[src/design/xor_checked_sentence_deframer_core_assert.svh]
// Assertion macros for the sentence deframer; empty when synthesizing.
`ifndef XOR_CHECKED_SENTENCE_DEFRAMER_CORE_ASSERT_SVH
`define XOR_CHECKED_SENTENCE_DEFRAMER_CORE_ASSERT_SVH

`ifndef SYNTHESIS

// Same-cycle implication.
`define XCSD_ASSERT_IMP(lbl, clk_s, rst_s, ante, cons) \
  lbl: assert property (@(posedge clk_s) disable iff (rst_s) (ante) |-> (cons)) \
    else $error("deframer check failed: same-cycle implication");

// Next-cycle implication.
`define XCSD_ASSERT_NXT(lbl, clk_s, rst_s, ante, cons) \
  lbl: assert property (@(posedge clk_s) disable iff (rst_s) (ante) |=> (cons)) \
    else $error("deframer check failed: next-cycle implication");

`else

`define XCSD_ASSERT_IMP(lbl, clk_s, rst_s, ante, cons)
`define XCSD_ASSERT_NXT(lbl, clk_s, rst_s, ante, cons)

`endif

`endif

[src/design/xcsd_pkg.sv]
// Types and constants for the XOR-checked sentence deframer.
`timescale 1ns / 1ps
`default_nettype none

package xcsd_pkg;

  typedef enum logic [1:0] {
    PH_WAIT    = 2'd0,
    PH_PAYLOAD = 2'd1,
    PH_SUM     = 2'd2
  } phase_t;

  typedef logic [2:0] event_kind_t;

  localparam event_kind_t EV_NONE  = 3'd0;
  localparam event_kind_t EV_ERROR = 3'd1;
  localparam event_kind_t EV_CHA   = 3'd2;
  localparam event_kind_t EV_ACC   = 3'd3;
  localparam event_kind_t EV_REV   = 3'd4;
  localparam event_kind_t EV_SHO   = 3'd5;
  localparam event_kind_t EV_RES   = 3'd6;

  localparam logic [7:0] CH_START   = 8'h24;  // '$'
  localparam logic [7:0] CH_STAR    = 8'h2A;  // '*'
  localparam logic [7:0] CH_NEWLINE = 8'h0A;
  localparam logic [7:0] CH_COMMA   = 8'h2C;
  localparam logic [7:0] CH_ZERO    = 8'd48;
  localparam logic [7:0] CH_NINE    = 8'd57;
  localparam logic [7:0] CH_UPPER_A = 8'd65;
  localparam logic [7:0] CH_UPPER_F = 8'd70;
  localparam logic [7:0] HEX_ALPHA_OFS = 8'd55;

  localparam logic [23:0] TYPE_CHA = "CHA";
  localparam logic [23:0] TYPE_ACC = "ACC";
  localparam logic [23:0] TYPE_REV = "REV";
  localparam logic [23:0] TYPE_SHO = "SHO";
  localparam logic [23:0] TYPE_RES = "RES";

endpackage

`default_nettype wire

[src/design/xor_checked_sentence_deframer_core.sv]
// Top level: byte-stream deframer for $payload*HH sentences with XOR checksum.
// Path: an accepted byte is captured in the input register and decoded from there; its
//   result item is then registered in the result register, from which it can be taken.
// Throughput: one byte per cycle; the input register stalls only while a
//   pending result is not taken and the next byte also produces a result.
// Reset (rst, synchronous): waiting for '$', all sentence state clear, no result valid.
`timescale 1ns / 1ps
`default_nettype none

`include "xor_checked_sentence_deframer_core_assert.svh"

module xor_checked_sentence_deframer_core
  import xcsd_pkg::*;
#(
  parameter int MAX_PAYLOAD = 128
) (
  input  wire logic        clk,
  input  wire logic        rst,
  input  wire logic        s_axis_tvalid,
  output logic             s_axis_tready,
  input  wire logic [7:0]  s_axis_tdata,   // [7:0] rx_byte
  output logic             m_axis_tvalid,
  input  wire logic        m_axis_tready,
  output logic [15:0]      m_axis_tdata,   // [3:0] digit_a, [7:4] digit_b, [11:8] digit_c
  output logic [2:0]       m_axis_tuser    // [2:0] event_kind
);

  localparam logic [7:0] MaxCount = 8'(MAX_PAYLOAD);

  // input register
  logic       in_valid;
  logic [7:0] in_byte;

  // sentence state
  phase_t     phase, phase_next;
  logic [7:0] payload_count, payload_count_next;
  logic [7:0] running_xor, running_xor_next;
  logic [7:0] type_letters [3];
  logic [7:0] type_letters_next [3];
  logic [3:0] param_digits [3];
  logic [3:0] param_digits_next [3];
  logic [1:0] field_count, field_count_next;
  logic       format_bad, format_bad_next;
  logic [1:0] hex_count, hex_count_next;
  logic [7:0] received_sum, received_sum_next;

  // decode results
  logic        emit;
  event_kind_t ev_kind;
  logic [3:0]  ev_a, ev_b, ev_c;
  logic        do_clear;
  logic        step;

  event_kind_t type_kind;
  logic [1:0]  need;
  logic [7:0]  need_len;
  logic [7:0]  hex_diff;
  logic [3:0]  hex_val;
  logic [23:0] letters;

  assign step          = in_valid && (!emit || !m_axis_tvalid || m_axis_tready);
  assign s_axis_tready = !in_valid || step;

  always_ff @(posedge clk) begin
    if (rst) begin
      in_valid <= 1'b0;
    end else if (s_axis_tready) begin
      in_valid <= s_axis_tvalid;
    end
    if (s_axis_tready && s_axis_tvalid) begin
      in_byte <= s_axis_tdata;
    end
  end

  // type lookup
  always_comb begin
    letters = {type_letters[0], type_letters[1], type_letters[2]};
    case (letters)
      TYPE_CHA: begin type_kind = EV_CHA; need = 2'd1; need_len = 8'd5; end
      TYPE_ACC: begin type_kind = EV_ACC; need = 2'd1; need_len = 8'd5; end
      TYPE_REV: begin type_kind = EV_REV; need = 2'd1; need_len = 8'd5; end
      TYPE_SHO: begin type_kind = EV_SHO; need = 2'd2; need_len = 8'd7; end
      TYPE_RES: begin type_kind = EV_RES; need = 2'd3; need_len = 8'd9; end
      default:  begin type_kind = EV_NONE; need = 2'd0; need_len = 8'd3; end
    endcase
  end

  always_comb begin
    phase_next         = phase;
    payload_count_next = payload_count;
    running_xor_next   = running_xor;
    field_count_next   = field_count;
    format_bad_next    = format_bad;
    hex_count_next     = hex_count;
    received_sum_next  = received_sum;
    for (int i = 0; i < 3; i++) begin
      type_letters_next[i] = type_letters[i];
      param_digits_next[i] = param_digits[i];
    end
    emit     = 1'b0;
    ev_kind  = EV_ERROR;
    ev_a     = 4'd0;
    ev_b     = 4'd0;
    ev_c     = 4'd0;
    do_clear = 1'b0;
    hex_diff = in_byte - CH_ZERO;
    hex_val  = 4'd0;

    if (in_byte == CH_NEWLINE) begin
      emit       = 1'b1;
      do_clear   = 1'b1;
      phase_next = PH_WAIT;
      if (phase == PH_SUM && type_kind != EV_NONE && !format_bad &&
          payload_count == need_len && field_count == need &&
          hex_count == 2'd2 && received_sum == running_xor) begin
        ev_kind = type_kind;
        ev_a    = param_digits[0];
        ev_b    = (need >= 2'd2) ? param_digits[1] : 4'd0;
        ev_c    = (need == 2'd3) ? param_digits[2] : 4'd0;
      end
    end else begin
      case (phase)
        PH_PAYLOAD: begin
          if (in_byte == CH_START || (in_byte != CH_STAR && payload_count >= MaxCount)) begin
            emit       = 1'b1;
            do_clear   = 1'b1;
            phase_next = PH_WAIT;
          end else if (in_byte == CH_STAR) begin
            phase_next = PH_SUM;
          end else begin
            running_xor_next   = running_xor ^ in_byte;
            payload_count_next = payload_count + 8'd1;
            if (payload_count < 8'd3) begin
              type_letters_next[payload_count[1:0]] = in_byte;
            end else if (payload_count > 8'd8) begin
              format_bad_next = 1'b1;
            end else if (payload_count[0]) begin
              // positions 3, 5, 7 hold the separators
              if (in_byte != CH_COMMA) format_bad_next = 1'b1;
            end else if (in_byte inside {[CH_ZERO:CH_NINE]}) begin
              if (field_count != 2'd3) begin
                param_digits_next[field_count] = hex_diff[3:0];
                field_count_next = field_count + 2'd1;
              end
            end else begin
              format_bad_next = 1'b1;
            end
          end
        end
        PH_SUM: begin
          if (in_byte inside {[CH_ZERO:CH_NINE]}) begin
            hex_val = hex_diff[3:0];
          end else begin
            hex_diff = in_byte - HEX_ALPHA_OFS;
            hex_val  = hex_diff[3:0];
          end
          if (hex_count >= 2'd2 ||
              !(in_byte inside {[CH_ZERO:CH_NINE], [CH_UPPER_A:CH_UPPER_F]})) begin
            emit       = 1'b1;
            do_clear   = 1'b1;
            phase_next = PH_WAIT;
          end else begin
            received_sum_next = {received_sum[3:0], hex_val};
            hex_count_next    = hex_count + 2'd1;
          end
        end
        default: begin
          if (in_byte == CH_START) begin
            do_clear   = 1'b1;
            phase_next = PH_PAYLOAD;
          end else begin
            phase_next = PH_WAIT;
          end
        end
      endcase
    end

    if (do_clear) begin
      payload_count_next = 8'd0;
      running_xor_next   = 8'd0;
      field_count_next   = 2'd0;
      format_bad_next    = 1'b0;
      hex_count_next     = 2'd0;
      received_sum_next  = 8'd0;
      for (int i = 0; i < 3; i++) begin
        type_letters_next[i] = 8'd0;
        param_digits_next[i] = 4'd0;
      end
    end
  end

  always_ff @(posedge clk) begin
    if (rst) begin
      phase         <= PH_WAIT;
      payload_count <= 8'd0;
      running_xor   <= 8'd0;
      field_count   <= 2'd0;
      format_bad    <= 1'b0;
      hex_count     <= 2'd0;
      received_sum  <= 8'd0;
      for (int i = 0; i < 3; i++) begin
        type_letters[i] <= 8'd0;
        param_digits[i] <= 4'd0;
      end
    end else if (step) begin
      phase         <= phase_next;
      payload_count <= payload_count_next;
      running_xor   <= running_xor_next;
      field_count   <= field_count_next;
      format_bad    <= format_bad_next;
      hex_count     <= hex_count_next;
      received_sum  <= received_sum_next;
      for (int i = 0; i < 3; i++) begin
        type_letters[i] <= type_letters_next[i];
        param_digits[i] <= param_digits_next[i];
      end
    end
  end

  // result register
  always_ff @(posedge clk) begin
    if (rst) begin
      m_axis_tvalid <= 1'b0;
    end else if (step && emit) begin
      m_axis_tvalid <= 1'b1;
    end else if (m_axis_tready) begin
      m_axis_tvalid <= 1'b0;
    end
    if (step && emit) begin
      m_axis_tuser <= ev_kind;
      m_axis_tdata <= {4'd0, ev_c, ev_b, ev_a};
    end
  end

  `XCSD_ASSERT_IMP(a_no_overwrite, clk, rst, step && emit && m_axis_tvalid, m_axis_tready)
  `XCSD_ASSERT_IMP(a_wait_is_clear, clk, rst, phase == PH_WAIT, payload_count == 8'd0 && hex_count == 2'd0)
  `XCSD_ASSERT_IMP(a_count_bound, clk, rst, phase != PH_WAIT, payload_count <= MaxCount)
  `XCSD_ASSERT_NXT(a_drain, clk, rst, m_axis_tvalid && m_axis_tready && !(step && emit), !m_axis_tvalid)
  `XCSD_ASSERT_IMP(a_hex_only_in_sum, clk, rst, hex_count != 2'd0, phase == PH_SUM)

endmodule

`default_nettype wire

[config.mk]
export PLATFORM = sky130hd
export DESIGN_NAME = xor_checked_sentence_deframer_core
export DESIGN_NICKNAME = d
export VERILOG_FILES = /design/src/design/xcsd_pkg.sv /design/src/design/xor_checked_sentence_deframer_core.sv
export VERILOG_INCLUDE_DIRS = /design/src /design/src/design
export SDC_FILE = /design/constraint.sdc
export NUM_CORES = 1
export LEC_CHECK = 0
export BUFFER_PORTS_ARGS = -buffer_cell sky130_fd_sc_hd__buf_4
export CAP_MARGIN = 20
export CORE_MARGIN = 3
export CORE_UTILIZATION = 60
export CTS_CLUSTER_DIAMETER = 150
export DETAILED_ROUTE_END_ITERATION = 10
export PLACE_DENSITY = 0.79
export SLEW_MARGIN = 20
export SYNTH_ARGS = -nofsm -noshare
export SYNTH_HDL_FRONTEND = slang
export SYNTH_SLANG_ARGS = --single-unit
export TNS_END_PERCENT = 100
[constraint.sdc]
create_clock -name clk -period 3.95 [get_ports clk]
set_input_delay 0 -clock clk [delete_from_list [all_inputs] [get_ports clk]]
set_output_delay 0 -clock clk [all_outputs]
set_load 0.01 [all_outputs]
==> flow_metrics.py <==
metrics = {
    "sta": {
        "slew_headroom_pct": 48.1,
        "fmax_mhz": 293,
        "period_share_pct": 86.3,
        "fin_worst_skew_ns": 0.0140,
        "hold_viol": 0,
        "tightestPinTransition_ns": 0.767,
        "setup-tns-final_ns": 0,
        "maxSlewViolCount": 0,
        "rsz0062_at_grt": "false",
        "period_needed_ns": 3.41,
        "setup_viol": 0,
    },
    "worst_setup_path": {
        "crit_required_ns": 3.99,
        "end_kind": "flip-flop",
        "r2r-end": "param_digits[0][1]",
        "cp_max_fo": 12,
        "path_class": "flip-flop to flip-flop",
        "cp.arrival_ns": 3.45,
        "reg2regPathDepth": 9,
        "rrSetupSlack_ns": 0.54,
        "r2r_start": "in_byte[1]",
        "start_kind": "flip-flop",
    },
    "layout": {
        "drive_above_1_share_pct": 14.8,
        "instances_no_fill": 594,
        "fin_util_pct": 70.5,
        "syn2layout_area_growth_pct": 12.1,
        "fin_area_um2": 5530,
        "final_nets": 515,
        "antenna_cells": 0,
    },
    "detailed_routing": {
        "avgViaCountPerCell": 5.97,
        "drc": 0,
        "wl_per_cell_um": 17.6,
        "routed_wl_mm": 10.5,
        "first_pass_iters": 6,
        "antenna_left": 0,
        "num_vias": 3547,
        "drt_iter0_markers": 230,
    },
    "cts": {
        "clk_pin_slew_ns": 0.09,
        "cts_tree": "yes",
        "clockBufferDepth": 2,
        "cts_buffers": 9,
        "clk_latency_ns": 0.36,
        "cts.repair.resized": 0,
        "cts_num_sinks": 92,
        "htree_num_levels": 3,
        "root_buffer": "clkbuf_8",
    },
    "logic_synthesis": {
        "synth-edff-count": 59,
        "syn_area_um2": 4940,
        "async_flop_share_pct": 0,
        "yosysTopAreaCell": "edfxtp_1",
        "synth.avg_cell_area_um2": 10.9,
        "synth_flop_cell": "edfxtp_1",
        "yosysWarnings": 0,
        "ys_ff_latch": 92,
        "ys_seq_area_share_pct": 49.3,
        "synth_cell_types": 61,
        "synth_commonest_cells": "edfxtp_1 (59), nor2_1 (59), mux2i_1 (43)",
        "syn_inst": 451,
        "synthTopCellsByArea": "edfxtp_1 (36%), dfxtp_1 (13%), mux2i_1 (8.7%), nor2_1 (4.5%), ha_1 (4.1%)",
        "synth_top_cell_area_share_pct": 35.9,
    },
    "global_route": {
        "grt_overflow": 0,
        "grt_antenna_before_repair": 0,
        "grt_max_degree": 37,
        "grt_pass1_wl_mm": 17.3,
        "grt_usage_pct": 22.7,
        "first_global_vias": 3494,
    },
    "pwr": {
        "power.density_nw_per_um2": 327,
        "cellInternalPower_uw": 1370,
        "leakage_uw": 0.00209,
        "combinationalPowerShare_pct": 6.0,
        "finalPower_uw": 1810,
        "seq_power_share_pct": 59.9,
        "p_switching_uw": 438,
        "p_sw_share_pct": 24.2,
        "peakVddDrop_mv": 0.236,
        "power_frac_clock_pct": 34.1,
    },
    "die": {
        "rows": 32,
        "die_w_um": 96.7,
        "die_area_um2": 9350,
        "core_um2": 7850,
        "start_util_pct": 62.9,
        "die_h_um": 96.7,
        "io_pins": 33,
    },
    "min_path": {
        "min_to": "in_byte[5]",
        "min_path_type": "input port to flip-flop",
        "hold_depth": 2,
        "holdCritStartpoint": "s_axis_tdata[5]",
    },
    "placed_design": {
        "dp_cells": 565,
        "io_buffers": 28,
        "dp_hpwl_mm": 7.25,
        "gp_congestion": 0.916,
        "postPlaceCellArea_um2": 5210,
    },
    "flow_run": {
        "maxCapViolations": 0,
    },
    "outcome": {
        "status": "completed",
    },
}
-- power by group through the flow --
stage	Clock, uW	Combinational, uW	Sequential [uW]
after floorplan	0	79.4	1080
after global routing	658	118	1090
after detailed placement	0	96.9	1100
after global placement	0	93.2	1100
final	618	108	1080
after CTS	619	106	1080
-- stage by stage --
step / setup slack (ns) / hold slack, ns
global placement: 0.718 / 0.178
finish: 0.543 / 0.360
detailed placement: 0.575 / 0.179
floorplan: 0.910 / 0.0989
CTS: 0.562 / 0.341
global route: 0.318 / 0.354
-- worst max-delay path: stages (launching register included) --
cell and delay [ns]:
edfxtp_1 0.62, inv_1 0.17, ha_1 0.24, o21ba_2 0.23, o21a_1 0.26, a2111oi_4 0.49
o31ai_1 0.17, nor2_1 0.28, a21boi_2 0.29, or2_2 0.33
-- registers in the layout (all words and copies together), names as in the netlist --
register,cells
field_count,2
format_bad,1
hex_count,2
in_byte,8
in_valid,1
m_axis_tdata,12
m_axis_tuser,3
m_axis_tvalid,1
param_digits,12
payload_count,8
phase,2
received_sum,8
running_xor,8
type_letters,24
-- what timing repair did --
action                    CTS  global route
hold buffers               13             0
hold endpoints to repair   12             0
setup buffers               0             0
-- kinds of logic after synthesis --
| group | share of synthesized area (%) |
|---|---|
| compound gates | 7.33 |
| xor+xnor | 4.26 |
| fa+ha+maj | 4.06 |
| buf+inv | 3.75 |
| flops | 49.3 |
| mux | 8.95 |
| other cells | 0.0760 |
| simple gates | 22.3 |
-- metal layers --
| layer | vias to the layer above | GRT usage (%) | wire length (um) |
|---|---|---|---|
| li1 | 1680 | - | - |
| met1 | 1733 | 30.6 | 4640 |
| met2 | 122 | 36.8 | 5080 |
| met3 | 12 | 5.05 | 634 |
| met4 | 0 | 6.70 | 102 |
| met5 | - | 0 | 0 |
-- worst max-delay path by stage --
stage / from / end / slack (ns) / cells past startpoint
4_1_cts: in_byte[0] / param_digits[0][1] / 0.56 / 9
5_1_grt: in_byte[1] / param_digits[0][1] / 0.32 / 9
3_5_place_dp: in_byte[0] / param_digits[0][3] / 0.58 / 9
2_1_floorplan: in_byte[0] / type_letters[0][0] / 0.91 / 8
3_3_place_gp: in_byte[1] / param_digits[0][0] / 0.72 / 9
6_report: in_byte[1] / param_digits[0][1] / 0.54 / 9
-- placed cells by master (no fill, tap or decap), types with 8 or more instances in the layout --
cell            n
edfxtp_1       59
ha_1           16
and2_1         15
nand3_1        10
buf_4          36
nor2_1         59
inv_1          14
nand2_1        16
clkbuf_8        9
nand2b_1       10
dfxtp_1        33
nand4_1         8
a21oi_1         8
xnor2_1        18
nor3b_1         9
dlygate4sd3_1  13
nor3_1          9
mux2i_1        43
-- area by class of cell --
cell class	count	area, um2
clock buffer	11	156
timing repair buffer	49	400
clock inverter	5	32.5
inverter	14	52.6
multi-input combinational	321	2330
fill	586	2320
tap	102	128
sequential	92	2430
Note: power is estimated with default switching activity, not from simulation.
